$ cat config.mk
export PLATFORM = sky130hd
export DESIGN_NAME = disk_seek_order_cscan_clook
export DESIGN_NICKNAME = d
export VERILOG_FILES = /design/src/hw/rtl/dso_pkg.sv /design/src/hw/rtl/dso_cell.sv /design/src/hw/rtl/dso_seq.sv /design/src/hw/rtl/disk_seek_order_cscan_clook.sv
export SDC_FILE = /design/constraint.sdc
export NUM_CORES = 2
export LEC_CHECK = 0
export BUFFER_PORTS_ARGS = -buffer_cell sky130_fd_sc_hd__buf_4
export CORE_ASPECT_RATIO = 1.5
export CORE_UTILIZATION = 39
export CTS_CLUSTER_DIAMETER = 50
export CTS_CLUSTER_SIZE = 30
export DETAILED_ROUTE_END_ITERATION = 8
export PLACE_DENSITY = 0.63
export SLEW_MARGIN = 15
export SYNTH_ARGS = -nofsm -noshare
export SYNTH_HDL_FRONTEND = slang
export SYNTH_SLANG_ARGS = --single-unit
export TNS_END_PERCENT = 50
$ cat constraint.sdc
create_clock -name clk -period 6.61 [get_ports clk]
set_input_delay 1.983 -clock clk [delete_from_list [all_inputs] [get_ports clk]]
set_output_delay 1.983 -clock clk [all_outputs]
set_load 0.02 [all_outputs]
$ cat src/hw/rtl/dso_pkg.sv
// Shared constants, cell control types and sequencer states for the disk seek scheduler.
// Used by every module of the block and by its checker; depends on nothing.
package dso_pkg;

    localparam int MAX_REQ   = 16;
    localparam int CNT_W     = $clog2(MAX_REQ + 1);
    localparam int CYL_W     = 16;
    localparam int NCYL_W    = 17;
    localparam int SUM_W     = 18;
    localparam int IN_DATA_W = 16;
    localparam int OUT_DATA_W = ((CYL_W + SUM_W + 7) / 8) * 8;
    localparam int REG_IDX_W = 1;

    localparam logic [SUM_W-1:0]     SUM_MAX    = '1;
    localparam logic [NCYL_W-1:0]    NCYL_RESET = NCYL_W'(65536);
    localparam logic [REG_IDX_W-1:0] REG_MODE   = 1'b0;
    localparam logic [REG_IDX_W-1:0] REG_NCYL   = 1'b1;

    localparam logic MODE_CSCAN = 1'b0;
    localparam logic MODE_CLOOK = 1'b1;
    localparam logic KIND_LOAD  = 1'b0;
    localparam logic KIND_RUN   = 1'b1;

    typedef enum logic [1:0] {
        OP_HOLD,
        OP_INSERT,
        OP_SHIFT,
        OP_ROTATE
    } cell_op_t;

    typedef struct packed {
        cell_op_t         op;
        logic [CYL_W-1:0] din;
        logic [CYL_W-1:0] wrap_val;
    } cell_ctl_t;

    typedef enum logic [7:0] {
        ST_IDLE   = 8'b0000_0001,
        ST_ROTATE = 8'b0000_0010,
        ST_HI     = 8'b0000_0100,
        ST_END    = 8'b0000_1000,
        ST_ZERO   = 8'b0001_0000,
        ST_WRAP   = 8'b0010_0000,
        ST_LO     = 8'b0100_0000,
        ST_HEAD   = 8'b1000_0000
    } seq_state_t;

endpackage

$ cat src/hw/rtl/dso_cell.sv
// One cell of the sorted request chain: holds one cylinder and inserts, shifts or rotates.
// Depends on dso_pkg.
module dso_cell (
    input  logic                     clk,
    input  dso_pkg::cell_ctl_t       ctl,
    input  logic                     occupied,
    input  logic                     tail,
    input  logic [dso_pkg::CYL_W-1:0] left_val,
    input  logic                     left_lt,
    input  logic [dso_pkg::CYL_W-1:0] right_val,
    output logic [dso_pkg::CYL_W-1:0] val,
    output logic                     lt
);

    logic [dso_pkg::CYL_W-1:0] val_reg;
    logic [dso_pkg::CYL_W-1:0] val_next;

    // An empty cell counts as larger than any request.
    assign lt  = !occupied || (ctl.din < val_reg);
    assign val = val_reg;

    always_comb
    begin
        val_next = val_reg;
        unique case (ctl.op)
            dso_pkg::OP_HOLD:
            begin
                val_next = val_reg;
            end
            dso_pkg::OP_INSERT:
            begin
                if (lt)
                begin
                    val_next = left_lt ? left_val : ctl.din;
                end
            end
            dso_pkg::OP_SHIFT:
            begin
                val_next = right_val;
            end
            dso_pkg::OP_ROTATE:
            begin
                val_next = tail ? ctl.wrap_val : right_val;
            end
        endcase
    end

    always_ff @(posedge clk)
    begin
        val_reg <= val_next;
    end

endmodule

$ cat src/hw/rtl/dso_seq.sv
// Sequencer of the scheduler: request count, run state machine, movement sum and result register.
// Depends on dso_pkg; drives the cell chain through a cell operation.
module dso_seq (
    input  logic                         clk,
    input  logic                         rst_n,
    input  logic                         mode,
    input  logic [dso_pkg::CYL_W-1:0]    end_cyl,
    input  logic                         in_valid,
    input  logic                         in_kind,
    input  logic [dso_pkg::CYL_W-1:0]    in_pos,
    output logic                         in_ready,
    input  logic [dso_pkg::CYL_W-1:0]    first_val,
    output dso_pkg::cell_op_t            cell_op,
    output logic [dso_pkg::CNT_W-1:0]    count,
    output logic                         out_valid,
    input  logic                         out_ready,
    output logic [dso_pkg::CYL_W-1:0]    out_cyl,
    output logic                         out_wrap,
    output logic [dso_pkg::SUM_W-1:0]    out_total,
    output logic                         out_last
);

    dso_pkg::seq_state_t state_reg, state_next;
    logic [dso_pkg::CNT_W-1:0] cnt_reg, cnt_next;
    logic [dso_pkg::CNT_W-1:0] rot_reg, rot_next;
    logic [dso_pkg::CNT_W-1:0] left_reg, left_next;
    logic [dso_pkg::CYL_W-1:0] head_reg, head_next;
    logic [dso_pkg::CYL_W-1:0] cur_reg, cur_next;
    logic [dso_pkg::CYL_W-1:0] min_reg, min_next;
    logic [dso_pkg::SUM_W-1:0] sum_reg, sum_next;
    logic                      valid_reg, valid_next;
    logic [dso_pkg::CYL_W-1:0] ocyl_reg, ocyl_next;
    logic                      owrap_reg, owrap_next;
    logic [dso_pkg::SUM_W-1:0] ototal_reg, ototal_next;
    logic                      olast_reg, olast_next;

    logic                      can_load;
    logic                      emit;
    logic [dso_pkg::CYL_W-1:0] emit_cyl;
    logic                      emit_wrap;
    logic                      emit_last;
    logic [dso_pkg::CYL_W-1:0] seek_len;
    logic [dso_pkg::SUM_W:0]   sum_wide;
    logic [dso_pkg::SUM_W-1:0] sum_sat;

    assign can_load  = !valid_reg || out_ready;
    assign in_ready  = (state_reg == dso_pkg::ST_IDLE);
    assign count     = cnt_reg;
    assign out_valid = valid_reg;
    assign out_cyl   = ocyl_reg;
    assign out_wrap  = owrap_reg;
    assign out_total = ototal_reg;
    assign out_last  = olast_reg;

    assign seek_len = (emit_cyl >= cur_reg) ? (emit_cyl - cur_reg) : (cur_reg - emit_cyl);
    assign sum_wide = {1'b0, sum_reg} + (dso_pkg::SUM_W + 1)'(seek_len);
    assign sum_sat  = sum_wide[dso_pkg::SUM_W] ? dso_pkg::SUM_MAX : sum_wide[dso_pkg::SUM_W-1:0];

    always_comb
    begin
        state_next = state_reg;
        cnt_next   = cnt_reg;
        rot_next   = rot_reg;
        left_next  = left_reg;
        head_next  = head_reg;
        cur_next   = cur_reg;
        min_next   = min_reg;
        sum_next   = sum_reg;
        cell_op    = dso_pkg::OP_HOLD;
        emit       = 1'b0;
        emit_cyl   = first_val;
        emit_wrap  = 1'b0;
        emit_last  = 1'b0;

        unique case (state_reg)
            dso_pkg::ST_IDLE:
            begin
                if (in_valid && in_kind == dso_pkg::KIND_LOAD)
                begin
                    if (cnt_reg < dso_pkg::CNT_W'(dso_pkg::MAX_REQ))
                    begin
                        cell_op  = dso_pkg::OP_INSERT;
                        cnt_next = cnt_reg + 1'b1;
                    end
                end
                else if (in_valid)
                begin
                    head_next = in_pos;
                    cur_next  = in_pos;
                    min_next  = first_val;
                    sum_next  = '0;
                    rot_next  = '0;
                    if (mode == dso_pkg::MODE_CLOOK && cnt_reg == '0)
                    begin
                        state_next = dso_pkg::ST_HEAD;
                    end
                    else
                    begin
                        state_next = dso_pkg::ST_ROTATE;
                    end
                end
            end
            dso_pkg::ST_ROTATE:
            begin
                // Requests below the head move to the back of the chain.
                if (rot_reg < cnt_reg && first_val < head_reg)
                begin
                    cell_op  = dso_pkg::OP_ROTATE;
                    rot_next = rot_reg + 1'b1;
                end
                else
                begin
                    left_next  = cnt_reg - rot_reg;
                    state_next = dso_pkg::ST_HI;
                end
            end
            dso_pkg::ST_HI:
            begin
                if (left_reg == '0)
                begin
                    state_next = (mode == dso_pkg::MODE_CLOOK) ? dso_pkg::ST_WRAP
                                                               : dso_pkg::ST_END;
                end
                else if (can_load)
                begin
                    emit      = 1'b1;
                    cell_op   = dso_pkg::OP_SHIFT;
                    left_next = left_reg - 1'b1;
                end
            end
            dso_pkg::ST_END:
            begin
                emit_cyl = end_cyl;
                if (can_load)
                begin
                    emit       = 1'b1;
                    state_next = dso_pkg::ST_ZERO;
                end
            end
            dso_pkg::ST_ZERO,
            dso_pkg::ST_WRAP:
            begin
                emit_cyl  = (state_reg == dso_pkg::ST_ZERO) ? '0 : min_reg;
                emit_wrap = 1'b1;
                emit_last = (rot_reg == '0);
                if (can_load)
                begin
                    emit      = 1'b1;
                    left_next = rot_reg;
                    if (rot_reg == '0)
                    begin
                        cnt_next   = '0;
                        state_next = dso_pkg::ST_IDLE;
                    end
                    else
                    begin
                        state_next = dso_pkg::ST_LO;
                    end
                end
            end
            dso_pkg::ST_LO:
            begin
                emit_last = (left_reg == dso_pkg::CNT_W'(1));
                if (can_load)
                begin
                    emit      = 1'b1;
                    cell_op   = dso_pkg::OP_SHIFT;
                    left_next = left_reg - 1'b1;
                    if (left_reg == dso_pkg::CNT_W'(1))
                    begin
                        cnt_next   = '0;
                        state_next = dso_pkg::ST_IDLE;
                    end
                end
            end
            dso_pkg::ST_HEAD:
            begin
                emit_cyl  = head_reg;
                emit_last = 1'b1;
                if (can_load)
                begin
                    emit       = 1'b1;
                    cnt_next   = '0;
                    state_next = dso_pkg::ST_IDLE;
                end
            end
            default:
            begin
                state_next = dso_pkg::ST_IDLE;
            end
        endcase

        if (emit)
        begin
            cur_next = emit_cyl;
            sum_next = sum_sat;
        end
    end

    always_comb
    begin
        valid_next  = valid_reg && !out_ready;
        ocyl_next   = ocyl_reg;
        owrap_next  = owrap_reg;
        ototal_next = ototal_reg;
        olast_next  = olast_reg;
        if (emit)
        begin
            valid_next  = 1'b1;
            ocyl_next   = emit_cyl;
            owrap_next  = emit_wrap;
            ototal_next = sum_sat;
            olast_next  = emit_last;
        end
    end

    always_ff @(posedge clk or negedge rst_n)
    begin
        if (!rst_n)
        begin
            state_reg <= dso_pkg::ST_IDLE;
            cnt_reg   <= '0;
            rot_reg   <= '0;
            left_reg  <= '0;
            head_reg  <= '0;
            cur_reg   <= '0;
            sum_reg   <= '0;
            valid_reg <= 1'b0;
        end
        else
        begin
            state_reg <= state_next;
            cnt_reg   <= cnt_next;
            rot_reg   <= rot_next;
            left_reg  <= left_next;
            head_reg  <= head_next;
            cur_reg   <= cur_next;
            sum_reg   <= sum_next;
            valid_reg <= valid_next;
        end
    end

    always_ff @(posedge clk)
    begin
        min_reg    <= min_next;
        ocyl_reg   <= ocyl_next;
        owrap_reg  <= owrap_next;
        ototal_reg <= ototal_next;
        olast_reg  <= olast_next;
    end

endmodule

$ cat src/hw/rtl/disk_seek_order_cscan_clook.sv
// Top level of the C-SCAN / C-LOOK disk seek scheduler: configuration registers,
// the chain of sorting cells and the sequencer. Depends on dso_pkg, dso_cell, dso_seq.
// A load beat is taken every cycle while the sequencer is idle and is sorted into the chain at once.
// A run beat holds the input off while the requests below the head are rotated and the visit beats
// of the run are emitted, in both modes and also for an empty C-LOOK run, plus any output stalls.
// Reset (asynchronous, active low) empties the store and restores C-SCAN over 65536 cylinders.
module disk_seek_order_cscan_clook (
    input  logic                              clk,
    input  logic                              rst_n,
    input  logic                              s_tvalid,
    output logic                              s_tready,
    input  logic [dso_pkg::IN_DATA_W-1:0]     s_tdata,   // [15:0] position
    input  logic                              s_tuser,   // [0] kind
    output logic                              m_tvalid,
    input  logic                              m_tready,
    output logic [dso_pkg::OUT_DATA_W-1:0]    m_tdata,   // [15:0] visit_cylinder, [33:16] total_movement
    output logic                              m_tuser,   // [0] is_wrap
    output logic                              m_tlast,
    input  logic                              cfg_we,
    input  logic [dso_pkg::REG_IDX_W-1:0]     cfg_addr,
    input  logic [dso_pkg::NCYL_W-1:0]        cfg_wdata
);

    logic                       mode_reg;
    logic [dso_pkg::NCYL_W-1:0] ncyl_reg;
    logic [dso_pkg::CYL_W-1:0]  end_cyl;

    dso_pkg::cell_ctl_t         ctl;
    dso_pkg::cell_op_t          cell_op;
    logic [dso_pkg::CNT_W-1:0]  count;
    logic [dso_pkg::CYL_W-1:0]  vals [dso_pkg::MAX_REQ];
    logic                       lts  [dso_pkg::MAX_REQ];

    logic [dso_pkg::CYL_W-1:0]  out_cyl;
    logic [dso_pkg::SUM_W-1:0]  out_total;

    always_ff @(posedge clk or negedge rst_n)
    begin
        if (!rst_n)
        begin
            mode_reg <= dso_pkg::MODE_CSCAN;
            ncyl_reg <= dso_pkg::NCYL_RESET;
        end
        else if (cfg_we)
        begin
            if (cfg_addr == dso_pkg::REG_MODE)
            begin
                mode_reg <= cfg_wdata[0];
            end
            else
            begin
                ncyl_reg <= cfg_wdata;
            end
        end
    end

    // The sweep ends at the last cylinder, clamped to the cylinder field.
    assign end_cyl = (ncyl_reg == '0) ? '0 :
                     (ncyl_reg[dso_pkg::NCYL_W-1] ? '1 :
                      (ncyl_reg[dso_pkg::CYL_W-1:0] - 1'b1));

    assign ctl.op       = cell_op;
    assign ctl.din      = s_tdata[dso_pkg::CYL_W-1:0];
    assign ctl.wrap_val = vals[0];

    for (genvar i = 0; i < dso_pkg::MAX_REQ; i++)
    begin : g_cell
        logic [dso_pkg::CYL_W-1:0] left_val;
        logic                      left_lt;
        logic [dso_pkg::CYL_W-1:0] right_val;

        if (i == 0)
        begin : g_first
            assign left_val = ctl.din;
            assign left_lt  = 1'b0;
        end
        else
        begin : g_mid
            assign left_val = vals[i-1];
            assign left_lt  = lts[i-1];
        end

        if (i == dso_pkg::MAX_REQ - 1)
        begin : g_last
            assign right_val = ctl.din;
        end
        else
        begin : g_inner
            assign right_val = vals[i+1];
        end

        dso_cell u_cell (
            .clk       (clk),
            .ctl       (ctl),
            .occupied  (count > dso_pkg::CNT_W'(i)),
            .tail      (count == dso_pkg::CNT_W'(i + 1)),
            .left_val  (left_val),
            .left_lt   (left_lt),
            .right_val (right_val),
            .val       (vals[i]),
            .lt        (lts[i])
        );
    end

    dso_seq u_seq (
        .clk       (clk),
        .rst_n     (rst_n),
        .mode      (mode_reg),
        .end_cyl   (end_cyl),
        .in_valid  (s_tvalid),
        .in_kind   (s_tuser),
        .in_pos    (s_tdata[dso_pkg::CYL_W-1:0]),
        .in_ready  (s_tready),
        .first_val (vals[0]),
        .cell_op   (cell_op),
        .count     (count),
        .out_valid (m_tvalid),
        .out_ready (m_tready),
        .out_cyl   (out_cyl),
        .out_wrap  (m_tuser),
        .out_total (out_total),
        .out_last  (m_tlast)
    );

    assign m_tdata = {{(dso_pkg::OUT_DATA_W - dso_pkg::CYL_W - dso_pkg::SUM_W){1'b0}},
                      out_total, out_cyl};

endmodule

Word level (Yosys, flattened, before mapping)
Index checks and enable logic that the tools add are counted.
{"block": "word_totals", "ff_bits": 400, "latch_bits": 0, "ramBits": 0, "romBits": 0, "inputBits": 40, "output_inout_bits": 44, "wordCells": 333, "n_memories": 0}
{"block": "op_classes", "n_addsub": 8, "mul": 0, "div": 0, "order_cmp": 36, "eq_ne": 60, "shifts": 0, "mux": 119, "bitwise": 4, "reduce_logical": 75}
{"op": "$mux 16", "n": 55}
{"op": "$pmux 16 s3", "n": 17}
{"op": "$lt 16x16->1", "n": 17}
{"op": "$mux 18", "n": 5}
{"op": "$mux 8", "n": 10}
{"op": "$mux 5", "n": 14}
{"op": "$pmux 8 s7", "n": 1}
{"op": "$ne 2x1->1 const B", "n": 27}
{"op": "$eq 5x4->1 const B", "n": 8}
{"op": "$gt 5x4->1 const B", "n": 8}
{"op": "$pmux 5 s4", "n": 2}
{"op": "$reduce_and 2->1", "n": 17}
{"op": "$sub 16x16->16", "n": 2}
{"op": "$eq 5x3->1 const B", "n": 4}
{"op": "$gt 5x3->1 const B", "n": 4}
{"op": "$add 18x16->19", "n": 1}
{"op": "$logic_not 1->1", "n": 18}
{"op": "$logic_not 17->1", "n": 1}
{"op": "$logic_or 1x1->1", "n": 17}
{"op": "$ge 16x16->1", "n": 1}
{"op": "$sub 16x1->16 const B", "n": 1}
{"op": "$logic_not 5->1", "n": 3}
{"op": "$add 5x1->5 const B", "n": 2}
{"op": "$eq 5x1->1 const B", "n": 2}
{"op": "38 further kinds", "n": 65}

Longest topological paths before layout
{"block": "depth", "depth_word": 9, "ltp_mapped": 32, "mapped_depth_nobuf": 26}

By module
From an unflattened synthesis, not the netlist that was laid out.
{"block": "unflattened", "hier_cells": 3391, "area_unflattened_um2": 32398.6}
{"module": "dso_cell (g_cell[0].u_cell ...)", "n_inst": 15, "cells_per_inst": 148, "area_each_um2": 1411.4, "seq_area_each_um2": 480.5}
{"module": "dso_seq", "n_inst": 1, "cells_per_inst": 870, "area_each_um2": 8399.3, "seq_area_each_um2": 3414.5}
{"module": "dso_cell (g_cell[15].u_cell)", "n_inst": 1, "cells_per_inst": 148, "area_each_um2": 1420.1, "seq_area_each_um2": 480.5}
{"module": "disk_seek_order_cscan_clook", "n_inst": 1, "cells_per_inst": 153, "area_each_um2": 1408.9, "seq_area_each_um2": 451.7}

Least setup slack after synthesis
No wires, ideal clock.
{"block": "synth_timing", "kind": "register to register", "startpoint": "register ncyl_reg[8] (netlist bit)", "endpoint": "register u_seq.ototal_reg, in the netlist u_seq.out_total[12], data pin", "setup_ns": 0.262, "arrival_time_ns": 6.146, "required_time_ns": 6.348, "slack_ns": 0.202, "stages_incl_launch_ff": 28, "n_path_buf": 5, "period_less_slack_ns": 6.408, "path_cell_list": "dfrtp_1 > or4_4 > or4_4 > nor3_2 > a41o_2 > buf_2 > a21oi_1 > o22ai_1 > inv_1 > ha_1 > clkbuf_1 > nor2b_1 > o21ai_1 > nand3b_1 > a311o_1 > and2_1 > clkbuf_1 > buf_2 > a211oi_1 > a21oi_1 > xor2_1 > ha_1 > a2111o_1 > o211ai_1 > o21ai_1 > o31a_1 > clkbuf_1 > or2_2"}
{"block": "synth_between", "elab_cells_between_ends": 11, "cone_classes": "4 x add/sub; 1 x order compare; 5 x mux; 1 x reduce/logical"}
{"element": "from (decl)", "line": "disk_seek_order_cscan_clook.sv:25", "text": "logic [dso_pkg::NCYL_W-1:0] ncyl_reg;"}
{"element": "from (signal assigned)", "line": "disk_seek_order_cscan_clook.sv:42", "text": "ncyl_reg <= dso_pkg::NCYL_RESET;"}
{"element": "from (signal assigned)", "line": "disk_seek_order_cscan_clook.sv:52", "text": "ncyl_reg <= cfg_wdata;"}
{"element": "$logic_not 17->1 *", "line": "disk_seek_order_cscan_clook.sv:58", "text": "assign end_cyl = (ncyl_reg == '0) ? '0 :"}
{"element": "$mux 16 *", "line": "disk_seek_order_cscan_clook.sv:58"}
{"element": "$pmux 16 s3 *", "line": "dso_seq.sv:75", "text": "unique case (state_reg)"}
{"element": "via u_seq.emit_cyl, one bit", "line": "dso_seq.sv:39", "text": "logic [dso_pkg::CYL_W-1:0] emit_cyl;"}
{"element": "$sub 16x16->16 / $ge 16x16->1 (equally long branches)", "line": "dso_seq.sv:55", "text": "assign seek_len = (emit_cyl >= cur_reg) ? (emit_cyl - cur_reg) : (cur_reg - emit_cyl);"}
{"element": "$mux 16 *", "line": "dso_seq.sv:55"}
{"element": "$add 18x16->19 *", "line": "dso_seq.sv:56", "text": "assign sum_wide = {1'b0, sum_reg} + (dso_pkg::SUM_W + 1)'(seek_len);"}
{"element": "$mux 18 *", "line": "dso_seq.sv:57", "text": "assign sum_sat = sum_wide[dso_pkg::SUM_W] ? dso_pkg::SUM_MAX : sum_wide[dso_pkg::SUM_W-1:0];"}
{"element": "via u_seq.sum_sat, one bit", "line": "dso_seq.sv:44", "text": "logic [dso_pkg::SUM_W-1:0] sum_sat;"}
{"element": "to (signal assigned)", "line": "dso_seq.sv:248", "text": "ototal_reg <= ototal_next;"}
{"element": "to (decl)", "line": "dso_seq.sv:34", "text": "logic [dso_pkg::SUM_W-1:0] ototal_reg, ototal_next;"}
Mark *: on every way through the listed nets, which the timed path passes. The rest lies on a longest branch.
A chain may end at the register's enable or synchronous reset.

Worst setup path after layout
{"block": "layout_timing", "startpoint": "register ncyl_reg[8] (netlist bit)", "endpoint": "register u_seq.ototal_reg, in the netlist u_seq.out_total[6], data pin"}
The elaborated chain is that of the path after synthesis.

==> results_dict.tcl <==
set metrics [dict create \
    status "finished, final reports clean" \
    ir_drop_uv 339 \
    grt_pass1_vias 25059 \
    clockBufferDepth 3 \
    async_flop_share_pct 23.0 \
    fmax_mhz 158 \
    gr-usage-all-layers_pct 27.4 \
    syn_area_um2 29700 \
    cts.sinks 400 \
    seqCellArea_um2 11600 \
    finalSetupTns_ns 0 \
    rows 123 \
    drt-vias-per-instance 6.05 \
    layout_setup_ws_ns 0.269 \
    wl_mm 106 \
    grt_max_degree 97 \
    synth-warning-count 0 \
    max_cap_viol_count 0 \
    slew-limit-headroom_pct 17.8 \
    cpMostUsedCell "a21oi_1" \
    cp.arrival_ns 6.72 \
    power.leakage_nw 14.6 \
    start_kind "register" \
    num_vias 25232 \
    required_ns 6.99 \
    cts_buffers 50 \
    drt_iter0_drc 2098 \
    cp-end-kind "register" \
    io_pins 84 \
    finalSetupViolCount 0 \
    num-nets-final 3490 \
    drt-pass1-iter-count 6 \
    finClkSkew_ns 0.0293 \
    clock_latency_ns 0.63 \
    p_per_area_nw_per_um2 511 \
    pre_cts_slack_ns 0.0652 \
    route.met3.wl_mm 6.57 \
    final_layout_size_suffix_gt1_share_pct 13.7 \
    wire_per_inst_um 25.5 \
    cts_hold_buf 0 \
    die_area_um2 77300 \
    maxUsedRoutingLayer "met4" \
    core_um2 75100 \
    critPathKind "reg -> reg" \
    synthFlopType "edfxtp_1" \
    yosysUniqueCellTypes 86 \
    synth-edff-count 308 \
    post-route-period-util_pct 95.9 \
    place_congestion 1.04 \
    critPathMaxStageDelay_ns 0.57 \
    fp.dieW_um 227 \
    avgSynthCellArea_um2 9.72 \
    nFillCells 7315 \
    hold-worst-slack_ns 0.513 \
    drc 0 \
    multi_input_area_um2 16300 \
    wl_met1_mm 39.2 \
    drv_slew 0 \
    synthToLayoutAreaGrowth_pct 13.6 \
    synth-seq-cells 400 \
    h-tree-depth 2 \
    ant_nets 0 \
    io_buffers 77 \
    fin_crit_ns 6.34 \
    root_buffer "clkbuf_16" \
    die_y_um 340 \
    grt_pass1_wl_mm 158 \
    routed-wl-met2_mm 51.2 \
    cp_max_fo 16 \
    largest_reg_flops 256 \
    synthCells 3054 \
    cts_tree "done" \
    overflow 0 \
    path_clk_slew_ns 0.07 \
    place_hpwl_mm 77.4 \
    ys_seq_area_share_pct 38.9 \
    antenna_found_initial 0 \
    tightest_slew_ns 1.22 \
    hold_violations 0 \
    hold_class "reg -> reg" \
    slowest_stage "or4_4" \
    initial_core_util_pct 39.5 \
]
## worst paths after layout
| check | start | to | slack (ns) | cells past startpoint |
|---|---|---|---|---|
| max in group asynchronous | rst_n | u_seq.state_reg[4] | 4.09 | 2 |
| min in group asynchronous | rst_n | u_seq.sum_reg[9] | 1.33 | 1 |
| min | u_seq.cur_reg[15] | u_seq.cur_reg[15] | 0.51 | 1 |
| max reg2reg | ncyl_reg[8] | u_seq.out_total[6] | 0.27 | 27 |
| min reg2reg | u_seq.cur_reg[15] | u_seq.cur_reg[15] | 0.51 | 1 |
| max | ncyl_reg[8] | u_seq.out_total[6] | 0.27 | 27 |
## synth_stat cells, drive strengths merged, types with 90 or more instances
master  number  area, µm²
ha         318       3980
o21ai      320       1640
mux2i      188       1880
edfxtp     308       9250
clkbuf     130        488
inv        340       1280
a21o       101        758
a22oi      208       1560
nor2       104        390
a21oi      129        664
nand2      164        618
dfrtp       90       2250
## power breakdown
part           switching (mW)  internal [mW]  total (mW)  leakage [nW]
logic                    5.57           3.92        9.49          9.81
registers               0.724           4.10        4.82          3.99
clock network            1.28           1.65        2.93         0.836
## kinds of logic (layout without fill, tap and decap cells)
| logic type | count (synthesis) | after routing | share of synthesized area [%] |
|---|---|---|---|
| compound gates | 1015 | 1015 | 22.8 |
| buf+inv | 535 | 645 | 7.08 |
| simple gates | 520 | 520 | 8.83 |
| flops | 400 | 400 | 38.9 |
| fa+ha+maj | 322 | 322 | 13.7 |
| mux | 213 | 213 | 7.28 |
| xor+xnor | 48 | 48 | 1.42 |
| other cells | 1 | 7 | 0.0126 |
## cell type report
type | instances | share of cell area [%]
Multi-Input combinational cell | 2124 | 48.4
Sequential cell | 400 | 34.2
Tap cell | 1000 | 3.71
Clock inverter | 39 | 1.28
Antenna cell | 1 | 0.00742
Inverter | 340 | 3.78
Timing Repair Buffer | 212 | 4.78
Clock buffer | 54 | 3.82
## layer usage
metal  track usage [%]  vias up
met3              3.93      353
met5                 0        -
met4              20.9        0
met2              46.4     1105
li1                  -    11514
met1              30.8    12260
## cell usage in the layout (no fill, tap or decap), types with 15 or more instances in the layout
cell type,n
and3_1,15
ha_1,318
nor2_1,102
mux2_2,25
a31oi_1,16
o21ai_1,36
edfxtp_1,308
a21o_1,101
nand4_1,35
o221ai_1,19
mux2i_1,186
nor3_1,28
a221o_1,30
nand2b_1,22
a22oi_1,208
xor2_1,22
a21oi_1,116
o21ai_0,271
o31ai_1,22
nand2_1,163
clkbuf_16,51
o211ai_1,31
buf_4,209
inv_1,338
xnor2_1,26
nor2b_1,18
dfrtp_1,90
nand3_1,52
## worst max-delay path: cells and delay by family, from the launching register on
| family | cells | cell delay (ns) |
|---|---|---|
| AO/OA/AOI/OAI | 12 | 2.36 |
| AND/OR/NAND/NOR | 7 | 1.85 |
| buffers and inverters | 5 | 0.74 |
| adder cells (fa/ha/maj) | 2 | 0.64 |
| flip-flops | 1 | 0.38 |
| XOR/XNOR | 1 | 0.16 |
## stage by stage
step | util [%] | instance area [µm²] | total power, mW | instances
finish | 44.9 | 33700 | 17.2 | 4170
global route | 44.9 | 33700 | 18.4 | 4169
CTS | 44.6 | 33500 | 16.8 | 4165
detailed placement | 42.4 | 31800 | 13.9 | 4072
global placement | 42.4 | 31800 | 13.7 | 4072
floorplan | - | 29700 | 10.7 | 3059
## repair_timing
action | CTS | global route
setup buffers | 0 | 4
setup endpoints to repair | 0 | 36
gates resized for setup | 0 | 42
Power figures use the tool's default switching activity.
